`src/design/mlpd_pkg.sv`:
```
// shared types and constants for the masked length-prefix deframer
// no dependencies; imported by the header parser, the top level and the checker
`default_nettype none

package mlpd_pkg;

   localparam int HEADER_BYTES  = 8;
   localparam int BYTE_W        = 8;
   localparam int WORD_W        = 32;
   localparam int LENGTH_W      = 31;
   // bytes held before the closing header byte arrives
   localparam int HEADER_KEEP_W = (HEADER_BYTES - 1) * BYTE_W;
   localparam int HEADER_CNT_W  = $clog2(HEADER_BYTES);
   localparam logic [HEADER_CNT_W-1:0] HEADER_LAST_COUNT = HEADER_CNT_W'(HEADER_BYTES - 1);

   // configuration map
   localparam int CSR_ADDR_W = 2;
   localparam int CSR_DATA_W = 32;
   localparam logic [CSR_ADDR_W-1:0] CSR_XOR_KEY_ADDR = 2'd0;

   // result kinds
   localparam logic ITEM_HEADER  = 1'b0;
   localparam logic ITEM_PAYLOAD = 1'b1;

   typedef struct packed {
      logic                item_type;
      logic [WORD_W-1:0]   pack_id;
      logic [LENGTH_W-1:0] frame_length;
      logic [BYTE_W-1:0]   payload_byte;
      logic                last;
      logic                length_error;
   } mlpd_result_type;

endpackage

`default_nettype wire

```
`src/design/mlpd_parse.sv`:
```
// header assembly and payload counting for the deframer
// depends on mlpd_pkg; one accepted byte in, at most one result out in the same cycle
`default_nettype none

module mlpd_parse (
   input  wire logic                            clock,
   input  wire logic                            reset,
   input  wire logic                            in_accept,
   input  wire logic [mlpd_pkg::BYTE_W-1:0]     in_byte,
   input  wire logic [mlpd_pkg::WORD_W-1:0]     xor_key,
   output logic                                 res_valid,
   output mlpd_pkg::mlpd_result_type            res_item
);
   import mlpd_pkg::*;

   logic [HEADER_KEEP_W-1:0] header_shift_ff, header_shift_in;
   logic [HEADER_CNT_W-1:0]  header_count_ff, header_count_in;
   logic                     in_payload_ff,   in_payload_in;
   logic [LENGTH_W-1:0]      bytes_left_ff,   bytes_left_in;
   logic [WORD_W-1:0]        held_id_ff,      held_id_in;

   always_comb begin
      logic [WORD_W-1:0]   raw_id;
      logic [WORD_W-1:0]   raw_len;
      logic [WORD_W-1:0]   id_word;
      logic [WORD_W-1:0]   len_word;
      logic [LENGTH_W-1:0] left_next;

      raw_id    = header_shift_ff[HEADER_KEEP_W-1 -: WORD_W];
      raw_len   = {header_shift_ff[WORD_W-BYTE_W-1:0], in_byte};
      id_word   = raw_id ^ xor_key;
      len_word  = raw_len ^ xor_key;
      left_next = bytes_left_ff - LENGTH_W'(1);

      header_shift_in = header_shift_ff;
      header_count_in = header_count_ff;
      in_payload_in   = in_payload_ff;
      bytes_left_in   = bytes_left_ff;
      held_id_in      = held_id_ff;
      res_valid       = 1'b0;
      res_item        = '0;

      if (in_accept) begin
         if (in_payload_ff) begin
            bytes_left_in         = left_next;
            in_payload_in         = (left_next != '0);
            res_valid             = 1'b1;
            res_item.item_type    = ITEM_PAYLOAD;
            res_item.pack_id      = held_id_ff;
            res_item.payload_byte = in_byte;
            res_item.last         = (left_next == '0);
         end else if (header_count_ff != HEADER_LAST_COUNT) begin
            header_shift_in = {header_shift_ff[HEADER_KEEP_W-BYTE_W-1:0], in_byte};
            header_count_in = header_count_ff + HEADER_CNT_W'(1);
         end else begin
            // closing header byte
            header_shift_in    = '0;
            header_count_in    = '0;
            held_id_in         = id_word;
            res_valid          = 1'b1;
            res_item.item_type = ITEM_HEADER;
            res_item.pack_id   = id_word;
            if (len_word[WORD_W-1]) begin
               // sign bit set: flag and treat as empty frame
               bytes_left_in         = '0;
               res_item.last         = 1'b1;
               res_item.length_error = 1'b1;
            end else if (len_word == '0) begin
               bytes_left_in = '0;
               res_item.last = 1'b1;
            end else begin
               bytes_left_in         = len_word[LENGTH_W-1:0];
               in_payload_in         = 1'b1;
               res_item.frame_length = len_word[LENGTH_W-1:0];
            end
         end
      end
   end

   always_ff @(posedge clock) begin
      if (reset) begin
         header_shift_ff <= '0;
         header_count_ff <= '0;
         in_payload_ff   <= 1'b0;
         bytes_left_ff   <= '0;
         held_id_ff      <= '0;
      end else begin
         header_shift_ff <= header_shift_in;
         header_count_ff <= header_count_in;
         in_payload_ff   <= in_payload_in;
         bytes_left_ff   <= bytes_left_in;
         held_id_ff      <= held_id_in;
      end
   end

endmodule

`default_nettype wire

```
`src/design/masked_length_prefix_deframer.sv`:
```
// top level of the masked length-prefix deframer: csr port, parser, output skid stage
// depends on mlpd_pkg and mlpd_parse
// usage
//   req channel: one received stream byte per item (req_data_byte), valid/ready
//   rsp channel: one result per header and per payload byte, valid/ready
//     header result: item_type 0, unmasked pack_id and frame_length, last set
//     for an empty frame, length_error set when the unmasked length has bit 31
//     set (then frame_length is 0 and the frame counts as empty)
//     payload result: item_type 1, payload_byte, pack_id of the frame, last on
//     the final byte
//   the first seven header bytes of each frame produce no result
//   csr port: xor key at byte address 0, xored onto both header words and
//     sampled when the closing header byte is accepted
// timing
//   one item per cycle sustained while rsp_ready stays high; each result is
//   registered and is presented from the output register
//   a two-entry output stage (output register plus skid register) lets a new
//   item in while a finished result waits; req_ready drops only when both hold
// reset: synchronous, active high; parser expects a fresh header, key clears
//   to 0, no result pending
`default_nettype none

module masked_length_prefix_deframer (
   input  wire logic                               clock,
   input  wire logic                               reset,
   // byte stream in
   input  wire logic                               req_valid,
   output logic                                    req_ready,
   input  wire logic [mlpd_pkg::BYTE_W-1:0]        req_data_byte,
   // results out
   output logic                                    rsp_valid,
   input  wire logic                               rsp_ready,
   output logic                                    rsp_item_type,
   output logic [mlpd_pkg::WORD_W-1:0]             rsp_pack_id,
   output logic [mlpd_pkg::LENGTH_W-1:0]           rsp_frame_length,
   output logic [mlpd_pkg::BYTE_W-1:0]             rsp_payload_byte,
   output logic                                    rsp_last,
   output logic                                    rsp_length_error,
   // configuration
   input  wire logic                               csr_psel,
   input  wire logic                               csr_penable,
   input  wire logic                               csr_pwrite,
   input  wire logic [mlpd_pkg::CSR_ADDR_W-1:0]    csr_paddr,
   input  wire logic [mlpd_pkg::CSR_DATA_W-1:0]    csr_pwdata,
   output logic [mlpd_pkg::CSR_DATA_W-1:0]         csr_prdata,
   output logic                                    csr_pready
);
   import mlpd_pkg::*;

   logic [WORD_W-1:0] xor_key_ff, xor_key_in;

   logic              in_accept;
   logic              res_valid;
   mlpd_result_type   res_item;

   logic              out_valid_ff, out_valid_in;
   mlpd_result_type   out_item_ff,  out_item_in;
   logic              skid_valid_ff, skid_valid_in;
   mlpd_result_type   skid_item_ff,  skid_item_in;
   logic              out_take;

   // configuration port, zero wait state
   assign csr_pready = 1'b1;

   always_comb begin
      xor_key_in = xor_key_ff;
      if (csr_psel && csr_penable && csr_pwrite && (csr_paddr == CSR_XOR_KEY_ADDR)) begin
         xor_key_in = csr_pwdata;
      end
   end

   always_comb begin
      unique case (csr_paddr)
         CSR_XOR_KEY_ADDR: csr_prdata = xor_key_ff;
         default:          csr_prdata = '0;
      endcase
   end

   // input side: stall only when the skid register is occupied
   assign req_ready = !skid_valid_ff;
   assign in_accept = req_valid && req_ready;

   mlpd_parse u_parse (
      .clock     (clock),
      .reset     (reset),
      .in_accept (in_accept),
      .in_byte   (req_data_byte),
      .xor_key   (xor_key_ff),
      .res_valid (res_valid),
      .res_item  (res_item)
   );

   // output register with skid stage behind it
   assign out_take = out_valid_ff && rsp_ready;

   always_comb begin
      out_valid_in  = out_valid_ff;
      out_item_in   = out_item_ff;
      skid_valid_in = skid_valid_ff;
      skid_item_in  = skid_item_ff;
      if (skid_valid_ff) begin
         // no new item can arrive here, just drain the skid entry
         if (out_take) begin
            out_item_in   = skid_item_ff;
            skid_valid_in = 1'b0;
         end
      end else if (res_valid) begin
         if (!out_valid_ff || out_take) begin
            out_valid_in = 1'b1;
            out_item_in  = res_item;
         end else begin
            skid_valid_in = 1'b1;
            skid_item_in  = res_item;
         end
      end else if (out_take) begin
         out_valid_in = 1'b0;
      end
   end

   always_ff @(posedge clock) begin
      if (reset) begin
         xor_key_ff    <= '0;
         out_valid_ff  <= 1'b0;
         skid_valid_ff <= 1'b0;
      end else begin
         xor_key_ff    <= xor_key_in;
         out_valid_ff  <= out_valid_in;
         skid_valid_ff <= skid_valid_in;
      end
      out_item_ff  <= out_item_in;
      skid_item_ff <= skid_item_in;
   end

   assign rsp_valid        = out_valid_ff;
   assign rsp_item_type    = out_item_ff.item_type;
   assign rsp_pack_id      = out_item_ff.pack_id;
   assign rsp_frame_length = out_item_ff.frame_length;
   assign rsp_payload_byte = out_item_ff.payload_byte;
   assign rsp_last         = out_item_ff.last;
   assign rsp_length_error = out_item_ff.length_error;

endmodule

`default_nettype wire

```
`config.mk`:
```
export PLATFORM = sky130hd
export DESIGN_NAME = masked_length_prefix_deframer
export DESIGN_NICKNAME = d
export VERILOG_FILES = /design/src/design/mlpd_pkg.sv /design/src/design/mlpd_parse.sv /design/src/design/masked_length_prefix_deframer.sv
export SDC_FILE = /design/constraint.sdc
export NUM_CORES = 1
export LEC_CHECK = 0
export BUFFER_PORTS_ARGS = -buffer_cell sky130_fd_sc_hd__buf_2
export CAP_MARGIN = 10
export CORE_MARGIN = 2
export CORE_UTILIZATION = 26
export CTS_CLUSTER_SIZE = 10
export DETAILED_ROUTE_END_ITERATION = 7
export GPL_TIMING_DRIVEN = 0
export RECOVER_POWER = 25
export SYNTH_ARGS = -nofsm -noshare
export SYNTH_HDL_FRONTEND = slang
export SYNTH_SLANG_ARGS = --single-unit
```
`constraint.sdc`:
```
create_clock -name clock -period 5.53 [get_ports clock]
set_clock_uncertainty 0.2 [all_clocks]
set_input_delay 0.553 -clock clock [delete_from_list [all_inputs] [get_ports clock]]
set_output_delay 0.553 -clock clock [all_outputs]
set_load 0.05 [all_outputs]
```
==> results of run 1 <==
-- layout by cell type (no fill, tap or decap), types with 30 or more instances in the layout --
cell type,count
a21o_1,76
a21oi_1,145
and2_1,41
buf_2,79
clkbuf_1,177
clkbuf_16,40
dfxtp_1,157
edfxtp_1,148
inv_1,32
nand2_1,203
nand3b_1,57
nor2_1,108
o21ai_0,33
or3_1,30
xnor2_1,65
-- logic make-up (layout without fill, tap and decap cells) --
family / count (synthesis) / after routing / synth area share, %
adders and majority gates: 4 / 4 / 0.375
xor gates and xnor gates: 67 / 67 / 4.40
DFF: 305 / 305 / 56.9
and+or+nand+nor: 529 / 529 / 19.7
other: 1 / 1 / 0.0281
muxes: 4 / 4 / 0.328
buffers and inverters: 124 / 352 / 3.74
AOI/OAI and AO/OA: 316 / 316 / 14.6
-- area by class of cell --
cell class                      instances  area [um^2]
Buffer                                 92          379
Timing Repair Buffer                  160          779
Fill cell                            5208        34300
Clock inverter                          6         55.1
Inverter                               32          120
Tap cell                              672          841
Multi-Input combinational cell        921         5260
Sequential cell                       305         7590
Clock buffer                           62         1090
-- per-stage QoR --
step / hold WS (ps) / utilization (%) / instances / instance area, um^2 / worst slack [ps]
detailed placement: 259 / 29.9 / 2182 / 15100 / 1680
floorplan: 236 / - / 1350 / 13300 / 1360
finish: 34.5 / 32.0 / 2250 / 16100 / 1600
CTS: 9.80 / 32.2 / 2250 / 16200 / 1650
global route: 17.8 / 32.0 / 2250 / 16100 / 1380
global placement: 247 / 29.7 / 2177 / 15000 / -292
-- Yosys cell counts, types with 4 or more instances --
library cell  count
nand2_1         203
dfxtp_1         157
edfxtp_1        148
a21oi_1         146
nor2_1          108
clkbuf_1         79
a21o_1           76
xnor2_1          65
nand3b_1         57
and2_1           41
o21ai_0          33
inv_1            32
or3_1            30
nor3_1           19
nand4_1          14
nor4_1           14
a31oi_1          13
a22oi_1          11
or4_1             9
buf_1             8
nand3_1           8
or2_2             7
o21a_1            5
a211oi_1          4
buf_6             4
ha_1              4
nand2b_1          4
o311a_1           4
o31ai_1           4
or4_4             4
-- final timing paths --
kind                                                   from                          end  slack (ps)
worst max-delay path               u_parse.bytes_left_ff[0]                     rsp_last        1600
worst min register to register  u_parse.header_shift_ff[52]  u_parse.header_shift_ff[52]         260
worst min-delay path                         csr_pwdata[11]               xor_key_ff[11]          30
worst max register to register     u_parse.bytes_left_ff[0]                     rsp_last        1600
-- metal layers --
layer  wire length [um]  global-route usage [%]
met5                 28                       0
met4               1550                    6.35
met3               3520                    4.27
met2              19300                    24.9
met1              19900                    21.9
-- power by group --
| group | total [mW] | leakage [nW] | switching (mW) | internal (mW) |
|---|---|---|---|---|
| combinational | 0.141 | 3.09 | 0.0996 | 0.0411 |
| clock | 2.34 | 0.553 | 0.982 | 1.36 |
| sequential | 2.37 | 2.46 | 0.0167 | 2.36 |
| total | 4.85 | 6.10 | 1.10 | 3.75 |
-- worst max-delay path, delay by kind of cell, from the launching register on --
family          cells  cell delay (ps)
buf+inv             1              150
compound gates      2              710
flops               1              370
simple gates        4             2230
-- sequential cells by signal, summed over array words and instances, names as in the netlist --
| signal | flops |
|---|---|
| rsp_frame_length | 31 |
| rsp_payload_byte | 8 |
| u_parse.header_count_ff | 3 |
| rsp_last | 1 |
| rsp_item_type | 1 |
| u_parse.bytes_left_ff | 31 |
| u_parse.header_shift_ff | 56 |
| rsp_pack_id | 32 |
| rsp_length_error | 1 |
| rsp_valid | 1 |
| skid_valid_ff | 1 |
| u_parse.held_id_ff | 32 |
| skid_item_ff | 74 |
| xor_key_ff | 32 |
| u_parse.in_payload_ff | 1 |
==> impl_results.md, run 1 <==
- Status: finished, final reports clean
- CTS tree: done
- # diodes: 0
- Hold Path Depth: 3
- CP Cell Sequence: or4_4 > or4_4 > buf_6 > o31a_1 > or4_1 > or4_4 > o31ai_1
- Final Hold Viols: 0
- Starting Density: 26.5%
- Seq cells post-synth: 305
- Global-route wire length before repair: 65,100 um
- GPL Wtd Cong: 0.900
- Htree depth: 2
- Layout Nets: 1,603
- Share of cells above drive strength 1: 9.82%
- Tot Pwr: 4.85 mW
- Total global-route track usage: 16.3%
- TritonCTS Buffers: 38
- GRT overflow: 0
- Remaining routing DRC violations: 0
- Maximum clock rate: 0.254 GHz
- Critical-path top delay cell: or4_4
- Worst Path Required: 5620 ps
- Yosys Warn Count: 0
- HP Class: in2reg
- Die area: 53,100 um^2
- Root Driver: clkbuf_16
- Synth cell types: 59
- Critical path startpoint category: flop
- Max-Cap Viols: 0
- Reg2Reg Depth: 7
- Vias per cell: 4.86
- Power Dens Cells: 301 nW/um^2
- Final setup viols: 0
- Largest net degree at the start of global routing: 43
- Post-synth ARST share: 0%
- Post-DRT Antenna Nets: 0
- Relative slew margins: 22.2%
- Leakage: 6.10 nW
- Netlist Area Pre-Place: 13,300 um^2
- Crit. End Element: flop
- CP dominant cell by count: or4_4
- Core Box Area: 50,400 um^2
- Largest fanout on the critical path: 9
- Ranking of synthesized cells by area: edfxtp_1, dfxtp_1, nand2_1
- Die Width: 230 um
- Setup bufs post-CTS: 0
- CTS max path bufs: 3
- Final Cycle Share: 71.1%
- Post_cts resized: 0
- Total negative slack: 0 ps
- Mapped Cells: 1,350
- Chip height: 230 um
- Hold Buf Count CTS: 0
- CP max stage delay: 590 ps
- Initial antenna violation count: 3
- Fin. max-slew vios: 0
- Min Tclk post-route: 3930 ps
- Post-synthesis sequential area ratio: 56.9%
- Clk sinks: 305
- Critical path type: reg2reg
- Unrepaired setup endpoints after global routing: no
- Routed WL per cell: 19.7 um
- Yosys top cell area share: 33.3%
- Port-buffer cells: 155
- Worst-case vdd ir drop: 198 uV
- DP HPWL: 33,200 um
- Average instance area after synthesis: 9.88 um^2
- Main synth FF type: dfxtp_1
- # IOs: 158
- Reg clk slew, reported paths: 60 ps
- Crit path arrival time: 4020 ps
- Via count: 10,900
- Area Growth Syn to Fin: 20.9%
- Yosys top cell by area: edfxtp_1
- First-iteration detailed-routing DRC count: 834
- Post-synth EDFFs: 148
- Clock latency on the worst-skew pair: 560 ps
- Row Count: 82
- Routed WL: 44,200 um
- Synth Net Count: 1,403
- Drt first pass iters: 5
- Worst slew pin tran: 1160 ps
- Vias in the first global route: 10,600
No activity file was read; power rests on OpenSTA's default activity.
==> inputs of run 2 (changes only) <==
Settings changed: ABC_AREA set to 1.
Clock period 5.53 ns to 4 ns, I/O delays scaled along.
==> run 2 against run 1 <==
First-iteration DRC count grew 12%. Core utilization grew 0.36 points. Global-route usage shrank 0.080 points. Final cell count grew 9.8%. Register-to-register slack lost 1100 ps. Non-clock buffer count grew 27. Combinational power grew to 2.7 times the previous value. Synthesized cell count grew 13%. Final area grew 2.6%. Critical path type unchanged. Critical endpoint is now rsp_frame_length[26]. Largest power group is now the clock network. Highest routed layer is now met4.
==> impl_results.md, run 2 <==
- Unrepaired setup endpoints after global routing: no
- Yosys top cell area share: 33.3% (-0.072 points)
- Row Count: 83 (+1.2%)
- Seq cells post-synth: 305 (unchanged)
- Final Hold Viols: 0 (unchanged)
- Hold Path Depth: 3 (unchanged)
- Hold Buf Count CTS: 37 (+37)
- Crit path arrival time: 3590 ps (-430 ps)
- # IOs: 158 (unchanged)
- Crit. End Element: flop
- Vias per cell: 4.61 (-5.1%)
- Worst-case vdd ir drop: 263 uV (+33%)
- Post-synth ARST share: 0% (unchanged)
- HP Class: in2reg
- Port-buffer cells: 155 (unchanged)
- CP max stage delay: 610 ps (+20 ps)
- Most flops, register: skid_item_ff
- Vias in the first global route: 10,700 (+0.88%)
- Global-route wire length before repair: 64,900 um (-0.31%)
- Largest registers: skid_item_ff: 74 flops, u_parse.header_shift_ff: 56 flops
- TritonCTS Buffers: 38 (unchanged)
- Core Box Area: 51,100 um^2 (+1.4%)
- Share of cells above drive strength 1: 9.61% (-0.21 points)
- Post-synth EDFFs: 148 (unchanged)
- Post_cts resized: 0 (unchanged)
- Most numerous cell in the Yosys netlist: nand2_1
- Tot Pwr: 7.02 mW (+45%)
- Area Growth Syn to Fin: 23.7%
- DP HPWL: 33,700 um (+1.5%)
- Largest fanout on the critical path: 34 (+25)
- Yosys Warn Count: 0 (unchanged)
- Netlist Area Pre-Place: 13,400 um^2 (+0.22%)
- Layout Nets: 1,815 (+13%)
- Max-Cap Viols: 0 (unchanged)
- Initial antenna violation count: 1 (-2)
- CTS max path bufs: 3 (unchanged)
- Main synth FF type: dfxtp_1
- Clk sinks: 305 (unchanged)
- Commonest non-fill, non-tap cells in the layout: nand2_1, nor2_1, clkbuf_1
- Hold Slack: 44.3 ps (+9.86 ps)
- # placed instances: 2,365 (+8.4%)
- Largest net degree at the start of global routing: 35 (-19%)
- Worst slew pin tran: 1100 ps (-53.6 ps)
- Relative slew margins: 26.2% (+4.0 points)
- CP Cell Sequence: clkbuf_1 > inv_1 > nand2_1 > nor2_1 > clkbuf_1 > nor2_1 > nor2_4 > buf_12 > buf_12
- Fin cells: 2,471 (+9.8%)
- Via count: 11,400 (+4.2%)
- Die Width: 231 um (+0.11%)
- Routed WL: 44,100 um (-0.32%)
- DP Area: 15,100 um^2 (about the same)
- Critical path startpoint category: flop
- Chip height: 231 um (+0.11%)
- GRT overflow: 0 (unchanged)
- Root Driver: clkbuf_16
- Worst Path Required: 4050 ps (-1570 ps)
- GPL Wtd Cong: 0.920 (+2.2%)
- Total negative slack: 0 ps (unchanged)
- Yosys top cell by area: edfxtp_1
- Setup bufs post-CTS: 0 (unchanged)
- Fin. max-slew vios: 0 (unchanged)
- Final Cell Area: 16,500 um^2 (+2.6%)
- Most common cell after layout, fill and taps aside: nand2_1
- Largest register FFs: 74 (unchanged)
- Total global-route track usage: 16.2% (-0.080 points)
- Clock latency on the worst-skew pair: 580 ps (+20 ps)
- Ranking of synthesized cells by area: edfxtp_1, dfxtp_1, nand2_1
- Power Dens Cells: 425 nW/um^2 (+41%)
- Synth cell types: 33 (-44%)
- Htree depth: 2 (unchanged)
- Critical path type: reg2reg
- Min Tclk post-route: 3540 ps (-391 ps)
- Post-synth top cells: nand2_1, nor2_1, dfxtp_1
- Final setup viols: 0 (unchanged)
- Final Cycle Share: 88.5% (+17 points)
- CTS tree: done
- Status: finished, final reports clean
- Mapped Cells: 1,526 (+13%)
- Average instance area after synthesis: 8.76 um^2 (-11%)
- Post-synthesis sequential area ratio: 56.8% (-0.12 points)
- Critical-path top delay cell: clkbuf_1
- Routed WL per cell: 17.8 um (-9.2%)
- Drt first pass iters: 6 (+1)
- Remaining routing DRC violations: 0 (unchanged)
- Maximum clock rate: 0.282 GHz (+11%)
- Reg clk slew, reported paths: 50 ps (about the same)
- Starting Density: 26.2% (-0.32 points)
- Synth Net Count: 1,579 (+13%)
- First-iteration detailed-routing DRC count: 930 (+12%)
- Post-DRT Antenna Nets: 0 (unchanged)
- Leakage: 6.59 nW (+8.1%)
- Reg2Reg Depth: 9 (+2)
- Die area: 53,200 um^2 (+0.21%)
## run 2: cell types whose count changed in the layout (fill, tap and decap cells not counted), moves of 48 or more
cell | previous run | this run
xnor2_1 | 65 | 17
nor2_1 | 108 | 206
inv_1 | 32 | 84
o21ai_0 | 33 | 97
nand3b_1 | 57 | 4
xor2_1 | 2 | 50
a21o_1 | 76 | 0
nand2_1 | 203 | 381
## run 2: worst paths after layout
check                                             endpoint  slack, ps                   start
worst min-delay path            u_parse.header_shift_ff[0]         40        req_data_byte[0]
worst max register to register        rsp_frame_length[26]        460           skid_valid_ff
worst max-delay path                  rsp_frame_length[26]        460           skid_valid_ff
worst min register to register      u_parse.held_id_ff[14]        260  u_parse.held_id_ff[14]
## run 2: worst max-delay path: cells and delay by family (launching register included)
kind | cells | cell delay, ps
simple gates | 4 | 1200
flops | 1 | 300
buf+inv | 5 | 1510
## run 2: routing by layer
layer	up-vias	GRT usage [%]	wire length [um]	share of wire, %
met5	-	0	0	0
met4	0	5.14	1150	2.6
met3	65	3.35	3190	7.2
met2	380	25.1	19500	44
met1	5387	22.6	20200	46
li1	5562	-	-	-
## run 2: kinds of logic (layout without fill, tap and decap cells)
logic type | after synthesis | after routing | share of synthesized area (%)
xor+xnor | 68 | 68 | 4.51
simple gates | 692 | 692 | 21.1
buf+inv | 171 | 435 | 5.19
fa+ha+maj | 4 | 4 | 0.375
flops | 305 | 305 | 56.8
other cells | 1 | 2 | 0.0281
compound gates | 285 | 285 | 12.0
## run 2: per-stage QoR
stage / util [%] / setup WS, ps
final: 32.4 / 459
after global routing: 32.4 / 301
after CTS: 32.6 / 515
after floorplan: - / 679
after detailed placement: 29.5 / 528
after global placement: 29.4 / -437
## run 2: power breakdown
group | total [mW] | leakage, nW | switching, mW | internal (mW)
Sequential | 3.31 | 2.73 | 0.0338 | 3.27
Combinational | 0.376 | 3.30 | 0.253 | 0.123
Clock | 3.34 | 0.563 | 1.39 | 1.95
## run 2: area by class of cell
cell class              count  area [um^2]
diodes                      1         2.50
clock buffers              60         1040
plain buffers              83          362
flip-flops and latches    305         7590
fillers                  5426        34600
repair buffers            196         1110
well taps                 680          851
multi-input cells        1050         5080
clock inverters             8          159
inverters                  88          330
==> inputs of run 3 (changes only) <==
Settings changed: CELL_PAD_IN_SITES_DETAIL_PLACEMENT set to 1, CELL_PAD_IN_SITES_GLOBAL_PLACEMENT set to 1, PLACE_DENSITY_LB_ADDON set to 0.1.
==> run 3 against run 2 <==
Worst setup slack worse by 19 ps. Core utilization hardly changed. Critical path depth is 1 higher. Critical path type unchanged. Final area hardly changed. Hold slack worse by 17 ps. Sequential power hardly changed. Power is 0.27% higher.
==> impl_results.md, run 3 (synthesis gave the netlist of run 2 again) <==
- HP Class: in2reg
- Delay-heaviest family, CP: buffers and inverters
- Largest fanout on the critical path: 10 (-71%)
- Crit path buffers/inverters: 6 (+1)
- Root Driver: clkbuf_16
- Worst-case vdd ir drop: 229 uV (-13%)
- Vias per cell: 4.58 (-0.61%)
- Total global-route track usage: 18.7% (+2.5 points)
- Fin. max-slew vios: 0 (unchanged)
- Setup bufs post-CTS: 0 (unchanged)
- Final Cycle Share: 89.0% (+0.48 points)
- Htree depth: 2 (unchanged)
- Power Dens Cells: 426 nW/um^2 (+0.37%)
- Port-buffer cells: 155 (unchanged)
- CP max stage delay: 870 ps (+260 ps)
- Critical path type: reg2reg
- Remaining routing DRC violations: 0 (unchanged)
- Crit. End Element: flop
- Worst Path Required: 4160 ps (+110 ps)
- Reg clk slew, reported paths: 60 ps (about the same)
- Core Box Area: 51,100 um^2 (unchanged)
- Post-DRT Antenna Nets: 0 (unchanged)
- Clock latency on the worst-skew pair: 560 ps (-20 ps)
- Clk sinks: 305 (unchanged)
- Share of cells above drive strength 1: 9.44% (-0.17 points)
- Maximum clock rate: 0.281 GHz (-0.54%)
- TritonCTS Buffers: 39 (+2.6%)
- Final setup viols: 0 (unchanged)
- Unrepaired setup endpoints after global routing: no
- Drt first pass iters: 4 (-2)
- Via count: 11,300 (-0.61%)
- Routed WL per cell: 20.5 um (+15%)
- # IOs: 158 (unchanged)
- Area Growth Syn to Fin: 23.6% (about the same)
- Largest registers: skid_item_ff: 74 flops, u_parse.header_shift_ff: 56 flops
- First-iteration detailed-routing DRC count: 531 (-43%)
- Final Hold Viols: 0 (unchanged)
- Die Width: 231 um (unchanged)
- Final worst slack: 439 ps (-19.4 ps)
- Row Count: 83 (unchanged)
- CTS tree: done
- Chip height: 231 um (unchanged)
- GRT overflow: 0 (unchanged)
- Worst slew pin tran: 1370 ps (+266 ps)
- DP HPWL: 38,600 um (+14%)
- Status: finished, final reports clean
- Initial antenna violation count: 1 (unchanged)
- Critical-path top delay cell: nor2_1
- Global-route wire length before repair: 73,600 um (+13%)
- Largest register FFs: 74 (unchanged)
- Leakage: 6.57 nW (-0.29%)
- Reg2Reg Setup Slack: 440 ps (-20 ps)
- # diodes: 0 (-1)
- DP Area: 15,100 um^2 (+0.23%)
- Vias in the first global route: 11,500 (+7.3%)
- Min Tclk post-route: 3560 ps (+19.4 ps)
- GPL Wtd Cong: 0.832 (-9.6%)
- Max-Cap Viols: 0 (unchanged)
- Crit path arrival time: 3720 ps (+130 ps)
- Pre-CTS setup slack: 170 ps (-358 ps)
- Die area: 53,200 um^2 (unchanged)
- Commonest non-fill, non-tap cells in the layout: nand2_1, nor2_1, clkbuf_1
- Most common cell after layout, fill and taps aside: nand2_1
- Starting Density: 26.2% (unchanged)
- Routed WL: 50,600 um (+15%)
- Largest net degree at the start of global routing: 28 (-20%)
- Tot Pwr: 7.04 mW (+0.27%)
- CP Cell Sequence: clkbuf_1 > inv_1 > nand2_2 > nor2_1 > inv_1 > nor2_1 > inv_2 > buf_2 > buf_6 > o21ai_0
- Final Cell Area: 16,500 um^2 (about the same)
- Most flops, register: skid_item_ff
- Relative slew margins: 7.77% (-18 points)
- Layout Nets: 1,817 (+0.11%)
- CTS max path bufs: 3 (unchanged)
- Critical path startpoint category: flop
-- run 3: changes by cell type in the layout (fill, tap and decap cells not counted), sizes merged --
cell         change
clkbuf          +10
buf              -9
clkinv           +3
clkinvlp         -2
bufinv           -1
diode            -1
dlygate4sd3      -1
nor2             +1
-- run 3: worst register-to-register path, cell delays in order, from the launching register on --
cell      delay, ps
dfxtp_1         290
clkbuf_1        220
inv_1           200
nand2_2         140
nor2_1          260
inv_1           160
nor2_1          870
inv_2           260
buf_2           320
buf_6           190
o21ai_0         250
-- run 3: metal layers --
metal	wire, um	GRT usage (%)
met5	0	0
met4	1050	4.76
met3	2090	3.64
met2	21700	28.5
met1	25700	27.1
-- run 3: per-stage QoR --
stage	instances	hold slack [ps]	setup TNS, ps	util, %
floorplan	1526	229	0	-
global placement	2361	248	-60440	29.4
detailed placement	2366	254	0	29.6
CTS	2470	4.16	0	32.6
global route	2471	6.52	0	32.3
finish	2471	27.2	0	32.3
-- run 3: area by class of cell --
| class | count | area, um^2 |
|---|---|---|
| multi-input cells | 1051 | 5090 |
| clock inverters | 8 | 66.3 |
| clock buffers | 60 | 1110 |
| fillers | 6089 | 34600 |
| well taps | 680 | 851 |
| plain buffers | 83 | 362 |
| repair buffers | 196 | 1130 |
| inverters | 88 | 330 |
| flip-flops and latches | 305 | 7590 |
-- run 3: path summary, 6_finish.rpt --
kind / to / startpoint / cells after the start
worst max-delay path: rsp_frame_length[3] / skid_valid_ff / 10
worst min register to register: u_parse.held_id_ff[22] / u_parse.held_id_ff[22] / 2
worst min-delay path: xor_key_ff[26] / csr_pwdata[26] / 3
worst max register to register: rsp_frame_length[3] / skid_valid_ff / 10
-- run 3: where the power goes --
| part | switching, mW | internal, mW | total, mW |
|---|---|---|---|
| Clock | 1.38 | 1.96 | 3.34 |
| Combinational | 0.267 | 0.122 | 0.389 |
| Sequential | 0.0339 | 3.27 | 3.31 |
-- run 3: timing repair --
| item | 4_1_cts | 5_1_grt |
|---|---|---|
| hold endpoints to repair | 36 | 0 |
| setup endpoints to repair | 0 | 27 |
| hold buffers | 36 | 0 |
| resized for setup | 0 | 2 |
